<file path="config.mk">
export PLATFORM = sky130hd
export DESIGN_NAME = string_polynomial_hash_bucket_top_flat
export DESIGN_NICKNAME = d
export VERILOG_FILES = /design/src/rtl/sphb_pkg.sv /design/src/rtl/sphb_char_if.sv /design/src/rtl/string_polynomial_hash_bucket_top.sv /design/src/flat_wrapper.sv
export SDC_FILE = /design/constraint.sdc
export NUM_CORES = 1
export LEC_CHECK = 0
export BUFFER_PORTS_ARGS = -buffer_cell sky130_fd_sc_hd__buf_2
export CAP_MARGIN = 20
export CORE_MARGIN = 2
export CORE_UTILIZATION = 60
export CTS_CLUSTER_SIZE = 8
export DETAILED_ROUTE_END_ITERATION = 16
export HOLD_SLACK_MARGIN = 0.05
export PLACE_DENSITY = 0.78
export SYNTH_ARGS = -nofsm -noshare
export SYNTH_HDL_FRONTEND = slang
export SYNTH_SLANG_ARGS = --single-unit
</file>
<file path="constraint.sdc">
create_clock -name clk -period 12.3 [get_ports clk]
set_input_delay 2.46 -clock clk [delete_from_list [all_inputs] [get_ports clk]]
set_output_delay 2.46 -clock clk [all_outputs]
set_load 0.01 [all_outputs]
</file>
<file path="src/rtl/sphb_pkg.sv">
// Shared widths, register indexes and constants of the string hash bucket block
`default_nettype none
package sphb_pkg;
    localparam int CHAR_W   = 8;
    localparam int HASH_W   = 32;
    localparam int BUCKET_W = 31;
    localparam int CFG_IDX_W  = 2;
    localparam int CFG_DATA_W = 31;
    localparam int MULT_W   = 6;

    typedef logic [CHAR_W-1:0]     char_t;
    typedef logic [HASH_W-1:0]     hash_t;
    typedef logic [BUCKET_W-1:0]   bucket_t;
    typedef logic [CFG_IDX_W-1:0]  cfg_idx_t;
    typedef logic [CFG_DATA_W-1:0] cfg_data_t;
    typedef logic [MULT_W-1:0]     mult_t;

    localparam cfg_idx_t REG_TABLE_SIZE   = 2'd0;
    localparam cfg_idx_t REG_HASH_VARIANT = 2'd1;

    localparam mult_t   MULT_PRIMARY       = 6'd31;
    localparam mult_t   MULT_SECONDARY     = 6'd61;
    localparam bucket_t TABLE_SIZE_RESET   = 31'd1024;
    localparam char_t   CHAR_TERMINATOR    = 8'd0;
endpackage
`default_nettype wire

</file>
<file path="src/rtl/sphb_char_if.sv">
// Valid/ready channel interfaces for name characters and bucket indexes
`default_nettype none
interface sphb_char_if;
    logic                 valid;
    logic                 ready;
    sphb_pkg::char_t      char_byte;

    modport source (output valid, output char_byte, input ready);
    modport sink   (input valid, input char_byte, output ready);
endinterface

interface sphb_bucket_if;
    logic                 valid;
    logic                 ready;
    sphb_pkg::bucket_t    bucket_index;

    modport source (output valid, output bucket_index, input ready);
    modport sink   (input valid, input bucket_index, output ready);
endinterface
`default_nettype wire

</file>
<file path="src/rtl/string_polynomial_hash_bucket_top.sv">
// Polynomial string hash with bit-serial modulo reduction to a bucket index
//
//  channel     dir  handshake       payload
//  char_in     in   valid/ready     char_byte     [7:0]
//  bucket_out  out  valid/ready     bucket_index  [30:0]
//  cfg         in   cfg_we          cfg_index [1:0], cfg_wdata [30:0]
//
//  Non-zero characters: one per cycle while idle, each folded into the running hash.
//  Terminator: restoring division over the 32 hash bits, one quotient bit a cycle,
//  then a fold step turns the remainder into the bucket; no new character until then.
//  A held result stalls the fold step, and char_in stays not ready until it leaves.
//  Reset clears the running hash and restores table_size 1024, multiplier 31.
`default_nettype none
module string_polynomial_hash_bucket_top (
    input  wire logic                  clk,
    input  wire logic                  rst_n,
    sphb_char_if.sink                  char_in,
    sphb_bucket_if.source              bucket_out,
    input  wire logic                  cfg_we,
    input  wire sphb_pkg::cfg_idx_t    cfg_index,
    input  wire sphb_pkg::cfg_data_t   cfg_wdata
);
    localparam logic [1:0] ST_IDLE = 2'd0;
    localparam logic [1:0] ST_DIV  = 2'd1;
    localparam logic [1:0] ST_FIX  = 2'd2;
    localparam int CNT_W = $clog2(sphb_pkg::HASH_W);
    localparam logic [CNT_W-1:0] CNT_LAST = CNT_W'(sphb_pkg::HASH_W - 1);

    logic [1:0]            state_reg, state_next;
    logic [CNT_W-1:0]      cnt_reg, cnt_next;
    sphb_pkg::hash_t       hash_reg, hash_next;
    sphb_pkg::hash_t       mag_reg, mag_next;
    sphb_pkg::bucket_t     rem_reg, rem_next;
    logic                  neg_reg, neg_next;
    sphb_pkg::bucket_t     table_size_reg;
    logic                  variant_reg;
    logic                  out_valid_reg, out_valid_next;
    sphb_pkg::bucket_t     bucket_reg, bucket_next;

    logic                  in_fire;
    sphb_pkg::mult_t       mult;
    sphb_pkg::hash_t       ext;
    sphb_pkg::hash_t       product;
    logic [sphb_pkg::BUCKET_W:0] trial;
    logic [sphb_pkg::BUCKET_W:0] divisor;
    sphb_pkg::bucket_t     folded;

    assign char_in.ready       = (state_reg == ST_IDLE);
    assign in_fire             = char_in.valid && char_in.ready;
    assign bucket_out.valid    = out_valid_reg;
    assign bucket_out.bucket_index = bucket_reg;

    assign mult    = variant_reg ? sphb_pkg::MULT_SECONDARY : sphb_pkg::MULT_PRIMARY;
    assign ext     = {{(sphb_pkg::HASH_W-sphb_pkg::CHAR_W){char_in.char_byte[sphb_pkg::CHAR_W-1]}},
                      char_in.char_byte};
    assign product = sphb_pkg::HASH_W'(hash_reg * mult);
    assign trial   = {rem_reg, mag_reg[sphb_pkg::HASH_W-1]};
    assign divisor = {1'b0, table_size_reg};
    assign folded  = (table_size_reg == '0) ? '0 :
                     (neg_reg && rem_reg != '0) ? table_size_reg - rem_reg : rem_reg;

    always_comb
    begin
        state_next     = state_reg;
        cnt_next       = cnt_reg;
        hash_next      = hash_reg;
        mag_next       = mag_reg;
        rem_next       = rem_reg;
        neg_next       = neg_reg;
        out_valid_next = out_valid_reg && !bucket_out.ready;
        bucket_next    = bucket_reg;
        case (state_reg)
            ST_IDLE:
            begin
                if (in_fire)
                begin
                    if (char_in.char_byte == sphb_pkg::CHAR_TERMINATOR)
                    begin
                        neg_next   = hash_reg[sphb_pkg::HASH_W-1];
                        mag_next   = hash_reg[sphb_pkg::HASH_W-1] ? (~hash_reg) + 1'b1 : hash_reg;
                        rem_next   = '0;
                        cnt_next   = '0;
                        hash_next  = '0;
                        state_next = ST_DIV;
                    end
                    else
                    begin
                        hash_next = product + ext;
                    end
                end
            end
            ST_DIV:
            begin
                if (trial >= divisor)
                begin
                    rem_next = sphb_pkg::BUCKET_W'(trial - divisor);
                end
                else
                begin
                    rem_next = sphb_pkg::BUCKET_W'(trial);
                end
                mag_next = {mag_reg[sphb_pkg::HASH_W-2:0], 1'b0};
                cnt_next = cnt_reg + 1'b1;
                if (cnt_reg == CNT_LAST)
                begin
                    state_next = ST_FIX;
                end
            end
            ST_FIX:
            begin
                if (!out_valid_reg || bucket_out.ready)
                begin
                    out_valid_next = 1'b1;
                    bucket_next    = folded;
                    state_next     = ST_IDLE;
                end
            end
            default:
            begin
                state_next = ST_IDLE;
            end
        endcase
    end

    always_ff @(posedge clk or negedge rst_n)
    begin
        if (!rst_n)
        begin
            state_reg      <= ST_IDLE;
            cnt_reg        <= '0;
            hash_reg       <= '0;
            table_size_reg <= sphb_pkg::TABLE_SIZE_RESET;
            variant_reg    <= 1'b0;
            out_valid_reg  <= 1'b0;
        end
        else
        begin
            state_reg     <= state_next;
            cnt_reg       <= cnt_next;
            hash_reg      <= hash_next;
            out_valid_reg <= out_valid_next;
            if (cfg_we && cfg_index == sphb_pkg::REG_TABLE_SIZE)
            begin
                table_size_reg <= cfg_wdata;
            end
            if (cfg_we && cfg_index == sphb_pkg::REG_HASH_VARIANT)
            begin
                variant_reg <= cfg_wdata[0];
            end
        end
    end

    always_ff @(posedge clk)
    begin
        mag_reg    <= mag_next;
        rem_reg    <= rem_next;
        neg_reg    <= neg_next;
        bucket_reg <= bucket_next;
    end
endmodule
`default_nettype wire

</file>
<file path="src/flat_wrapper.sv">
// flat-port wrapper written by rule: the top's interface ports become plain ports
module string_polynomial_hash_bucket_top_flat 
  (clk, rst_n, cfg_we, cfg_index, cfg_wdata, char_in_valid, char_in_char_byte, char_in_ready, bucket_out_valid, bucket_out_bucket_index, bucket_out_ready);
  sphb_char_if char_in_i ();
  sphb_bucket_if bucket_out_i ();
  input  wire logic clk;
  input  wire logic rst_n;
  input  wire logic cfg_we;
  input  wire sphb_pkg::cfg_idx_t cfg_index;
  input  wire sphb_pkg::cfg_data_t cfg_wdata;
  input wire logic [$bits(char_in_i.valid)-1:0] char_in_valid;
  input wire logic [$bits(char_in_i.char_byte)-1:0] char_in_char_byte;
  output wire logic [$bits(char_in_i.ready)-1:0] char_in_ready;
  output wire logic [$bits(bucket_out_i.valid)-1:0] bucket_out_valid;
  output wire logic [$bits(bucket_out_i.bucket_index)-1:0] bucket_out_bucket_index;
  input wire logic [$bits(bucket_out_i.ready)-1:0] bucket_out_ready;
  assign char_in_i.valid = char_in_valid;
  assign char_in_i.char_byte = char_in_char_byte;
  assign char_in_ready = char_in_i.ready;
  assign bucket_out_valid = bucket_out_i.valid;
  assign bucket_out_bucket_index = bucket_out_i.bucket_index;
  assign bucket_out_i.ready = bucket_out_ready;
  string_polynomial_hash_bucket_top u_core (.clk(clk), .rst_n(rst_n), .char_in(char_in_i), .bucket_out(bucket_out_i), .cfg_we(cfg_we), .cfg_index(cfg_index), .cfg_wdata(cfg_wdata));
endmodule
</file>
==> Yosys cells after proc, flatten, opt, wreduce, memory -nomap -nowiden <==
Index checks and enable logic that the tools add are counted.
{ "classes": {"add_sub_neg": 5, "multipliers": 1, "magnitude_cmp": 1, "eq_ne": 8, "muxes": 21, "bitwise_logic": 1, "n_reduce_logical": 19} }
{ "op_table": {"columns": ["op", "n"], "rows": [
  ["$mux 32", 4],
  ["$mux 31", 4],
  ["$pmux 32 s2", 1],
  ["$pmux 31 s2", 1],
  ["$sub 31x31->31", 2],
  ["$add 32x1->32 const B", 1],
  ["$add 32x32->32", 1],
  ["$ge 32x31->1", 1],
  ["$mul 32x6->32", 1],
  ["$not 32->32", 1],
  ["$logic_not 31->1", 1],
  ["$reduce_bool 31->1", 1],
  ["$mux 5", 2],
  ["$pmux 5 s2", 1],
  ["$logic_not 8->1", 1],
  ["$mux 2", 4],
  ["$mux 6", 1],
  ["$pmux 2 s3", 1],
  ["$reduce_and 3->1", 2],
  ["$add 5x1->5 const B", 1],
  ["$eq 5x5->1 const B", 1],
  ["$logic_and 1x1->1", 5],
  ["$eq 2x1->1 const B", 2],
  ["$logic_not 2->1", 2],
  ["other kinds (9)", 14]
]} }
{ "totals": {"reg_bits": 167, "input_bits": 46, "out_inout_bits": 33, "word_cells": 66} }

==> Logic depth before layout (Yosys ltp) <==
{ "logic_depth": {"word_depth": 6, "ltp_mapped": 20, "mapped_depth_nobuf": 20} }

==> Worst setup path after synthesis <==
Ideal clock, no wire load.
{ "synth_path": {"kind": "input to register", "startpoint": "in char_in_char_byte[7]", "endpoint": "reg u_core.hash_reg[24]", "setup_time_ns": 0.135, "arrival_ns": 5.743, "t_required_ns": 12.165, "path_slack_ns": 6.423, "path_stages": 13, "path_buffers": 0, "cell_sequence": "inv_1 > fa_1 > inv_1 > ha_1 > a21oi_1 > o221ai_1 > a21oi_1 > o211ai_1 > a31o_2 > a21o_1 > a21oi_1 > xor2_1 > o31ai_1"} }
{ "synth_between": {"elab_chain_cells": 2, "word_cells_on_any_way": 3, "cone_classes": "add/sub: 1; mux: 1; reduce/logical: 1"} }
{ "synth_rtl": {"columns": ["element", "line", "rtl"], "rows": [
  ["start, declared", "flat_wrapper.sv:12", "input wire logic [$bits(char_in_i.char_byte)-1:0] char_in_char_byte;"],
  ["$add 32x32->32 / $logic_not 8->1 (equally long branches)", "string_polynomial_hash_bucket_top.sv:88, string_polynomial_hash_bucket_top.sv:77", null],
  ["$mux 32 (*)", "string_polynomial_hash_bucket_top.sv:77", "if (char_in.char_byte == sphb_pkg::CHAR_TERMINATOR)"],
  ["end signal, assigned", "string_polynomial_hash_bucket_top.sv:140", "hash_reg <= hash_next;"],
  ["end, declared", "string_polynomial_hash_bucket_top.sv:31", "sphb_pkg::hash_t hash_reg, hash_next;"]
]} }
Mark *: on every way between the ends. The rest lies on a longest branch, timed or not.
A chain may end at the register's enable or synchronous reset.

==> Worst setup path in the final report <==
{ "layout_path": {"startpoint": "reg u_core.variant_reg", "endpoint": "reg u_core.hash_reg[29]"} }
{ "layout_between": {"elab_chain_cells": 4} }
{ "layout_rtl": {"columns": ["element", "line", "rtl"], "rows": [
  ["start, declared", "string_polynomial_hash_bucket_top.sv:36", "logic variant_reg;"],
  ["start signal, assigned", "string_polynomial_hash_bucket_top.sv:148", "variant_reg <= cfg_wdata[0];"],
  ["$mux 6", "string_polynomial_hash_bucket_top.sv:53", "assign mult = variant_reg ? sphb_pkg::MULT_SECONDARY : sphb_pkg::MULT_PRIMARY;"],
  ["$mul 32x6->32", "string_polynomial_hash_bucket_top.sv:56", "assign product = sphb_pkg::HASH_W'(hash_reg * mult);"],
  ["$add 32x32->32", "string_polynomial_hash_bucket_top.sv:88", "hash_next = product + ext;"],
  ["$mux 32", "string_polynomial_hash_bucket_top.sv:77", null]
]} }
Every way passes these cells.

==> flow_metrics.tcl <==
set metrics [dict create \
    outcome "finished clean" \
    n_antenna_cell 0 \
    num_vias 13146 \
    synth_top_area_cell "edfxtp_1" \
    synth_compound_area_frac 0.1809 \
    slowest_delay_ns 0.53 \
    die_x_um 168.8 \
    grt_pass1_vias 13022 \
    netlist_instances 1821 \
    crit_path_top_delay_cell "fa_1" \
    min_period_ns 5.653 \
    antenna_found_initial 0 \
    netlist_area_sq_mm 0.01630 \
    critPathArrivalTime_ns 5.99 \
    cts_made_buffers 17 \
    grt_pass1_wl_um 63050 \
    finalHoldViolations 0 \
    drv_cap 0 \
    synth.area.mux_share 0.002533 \
    drive_gt1_frac 0.08520 \
    grt_usage 0.2730 \
    cts_hold_buf 0 \
    setup_ws_ns 6.647 \
    setup_tns_ns 0 \
    slew_viol_final 0 \
    cts_max_level 4 \
    ys_seq_elements 167 \
    start_util 0.6083 \
    yosys.area_share.simple 0.1405 \
    fp-row-count 60 \
    gp_congestion 0.9279 \
    cts.sinks 167 \
    core_sq_mm 0.02680 \
    clock_path_buffers 2 \
    dr.first_iter.drc_count 1305 \
    die_area_sq_mm 0.02850 \
    finalSetupViolations 0 \
    synth.avg_cell_area_sq_um 8.952 \
    synth-xor-area-share 0.05588 \
    rsz0062_at_grt "false" \
    die_h_um 168.8 \
    crit_fanout 58 \
    synth-edff-count 95 \
    numPortBuffers 78 \
    vias_per_cell 5.924 \
    synth_most_common_cell "inv_1" \
    overflow 0 \
    synthesis.nets 2109 \
    cts_resized 0 \
    critPathKind "flop to flop" \
    critPathLaunchType "flop" \
    grt_max_degree 74 \
    ant_nets 0 \
    ys_types 78 \
    clk_pin_slew_worst_paths_ns 0.07 \
    synth_fa_ha_area_frac 0.2498 \
    cp-end-kind "flop" \
    synthTopCellsByArea "edfxtp_1, fa_1, dfrtp_1, ha_1, inv_1" \
    worstPathCellList "buf_4 -> nor2_1 -> fa_1 -> inv_1 -> fa_1 -> inv_1 -> fa_1 -> inv_1 -> fa_1 -> inv_1 -> ha_1 -> o21a_1 -> o31a_1 -> nor4_1 -> o21ai_1 -> a21oi_1 -> o21ai_0 -> o31ai_1 -> xor2_1 -> o31ai_1" \
    period_share 0.4596 \
    synth_top_family_by_area "adder cells" \
    synthArstFlopShare 0.4311 \
    dr.pass1.iters 5 \
    routedWlPerCell_um 16.81 \
    tightest_slew_ns 1.090 \
    cts_tree "built" \
    clk_latency_ns 0.44 \
    post_cts_buffers 0 \
    drc 0 \
    yosysWarningCount 0 \
    ys.flop_type "edfxtp_1" \
    netlist.area_leader.share 0.1750 \
    nets 2153 \
    area_delta_synth_final_pct 7.898 \
    synth_seq_area_share 0.2856 \
    dp_slack_ns 6.301 \
    timing.fmax_mhz 176.9 \
    worstPathRequired_ns 12.64 \
    root_buffer "clkbuf_16" \
    dpl.hpwl_um 28200 \
    slew_headroom 0.2724 \
    min_path_type "flop to flop" \
    skew_ns 0.01374 \
    synth_common_cells "inv_1, nand2_1, o21ai_0" \
    wl_um 37310 \
    io_pins 79 \
]
## kinds of logic (layout without fill, tap and decap cells)
family	Yosys count	in the layout
multiplexers	4	4
AND/OR/NAND/NOR	477	477
adder cells (fa/ha/maj)	242	242
AO/OA/AOI/OAI	464	464
XOR/XNOR	104	104
flip-flops	167	167
buffers and inverters	363	420
## layer usage
| layer | vias to the layer above | global-route usage | routed length (um) |
|---|---|---|---|
| li1 | 6285 | - | - |
| met1 | 6357 | 0.3570 | 15870 |
| met2 | 432 | 0.4770 | 18560 |
| met3 | 72 | 0.02806 | 1815 |
| met4 | 0 | 0.09370 | 1056 |
| met5 | - | 0 | 0 |
## critical path, delay by kind of cell, from the launching register on
family,cells,cell delay [ns]
AO/OA/AOI/OAI,7,1.57
XOR/XNOR,1,0.11
adder cells (fa/ha/maj),5,2.35
buffers and inverters,5,0.68
flip-flops,1,0.34
AND/OR/NAND/NOR,2,0.48
## final timing paths
path                                                    from                                    end  slack, ns  cells after the start
setup / recovery              u_core.variant_reg$_DFFE_PN0P_        u_core.hash_reg[29]$_DFFE_PN0P_       6.65                     20
hold / removal             u_core.bucket_out.valid$_DFF_PN0_      u_core.bucket_out.valid$_DFF_PN0_       0.51                      2
setup reg to reg              u_core.variant_reg$_DFFE_PN0P_        u_core.hash_reg[29]$_DFFE_PN0P_       6.65                     20
hold reg to reg            u_core.bucket_out.valid$_DFF_PN0_      u_core.bucket_out.valid$_DFF_PN0_       0.51                      2
max in group asynchronous                              rst_n  u_core.table_size_reg[28]$_DFFE_PN0P_       9.48                      1
min in group asynchronous                              rst_n         u_core.hash_reg[2]$_DFFE_PN0P_       2.16                      1
## per-stage QoR
stage | hold slack (ns) | cell area [sq um] | util | cells
after floorplan | 0.4649 | 16300 | - | 1821
after global routing | 0.5436 | 17590 | 0.6563 | 2219
after global placement | 0.4883 | 16970 | 0.6331 | 2186
final | 0.5137 | 17590 | 0.6563 | 2219
after detailed placement | 0.5012 | 16970 | 0.6331 | 2186
after CTS | 0.5184 | 17570 | 0.6557 | 2218
## layout make-up
cell class	instances	area (sq um)
tap	341	426.7
clock inverter	15	180.2
clock buffer	17	425.4
timing repair buffer	91	498.0
inverter	297	1115
sequential	167	4656
multi-input combinational	1291	10290
fill	2135	9211
## placed cells by master, fill, tap and decap left out, types with 13 or more instances in the layout
cell         n
ha_1       103
a31oi_1     13
fa_1       139
o31ai_1     25
nand2b_1    30
a22o_1      21
a211oi_1    18
buf_2       77
o21bai_1    14
dfrtp_1     71
o21a_1      19
xnor2_1     75
nor3_1      20
nand3_1     56
inv_1      295
edfxtp_1    95
nor4_1      23
o21ai_0    145
nand2_1    183
a21o_1      33
clkbuf_16   17
a21oi_1    108
nor2_1      80
buf_4       13
xor2_1      29
Power is left out: the tool's default activity adds up to more than one toggle a clock period on the data nets, which glitch-free logic cannot reach.
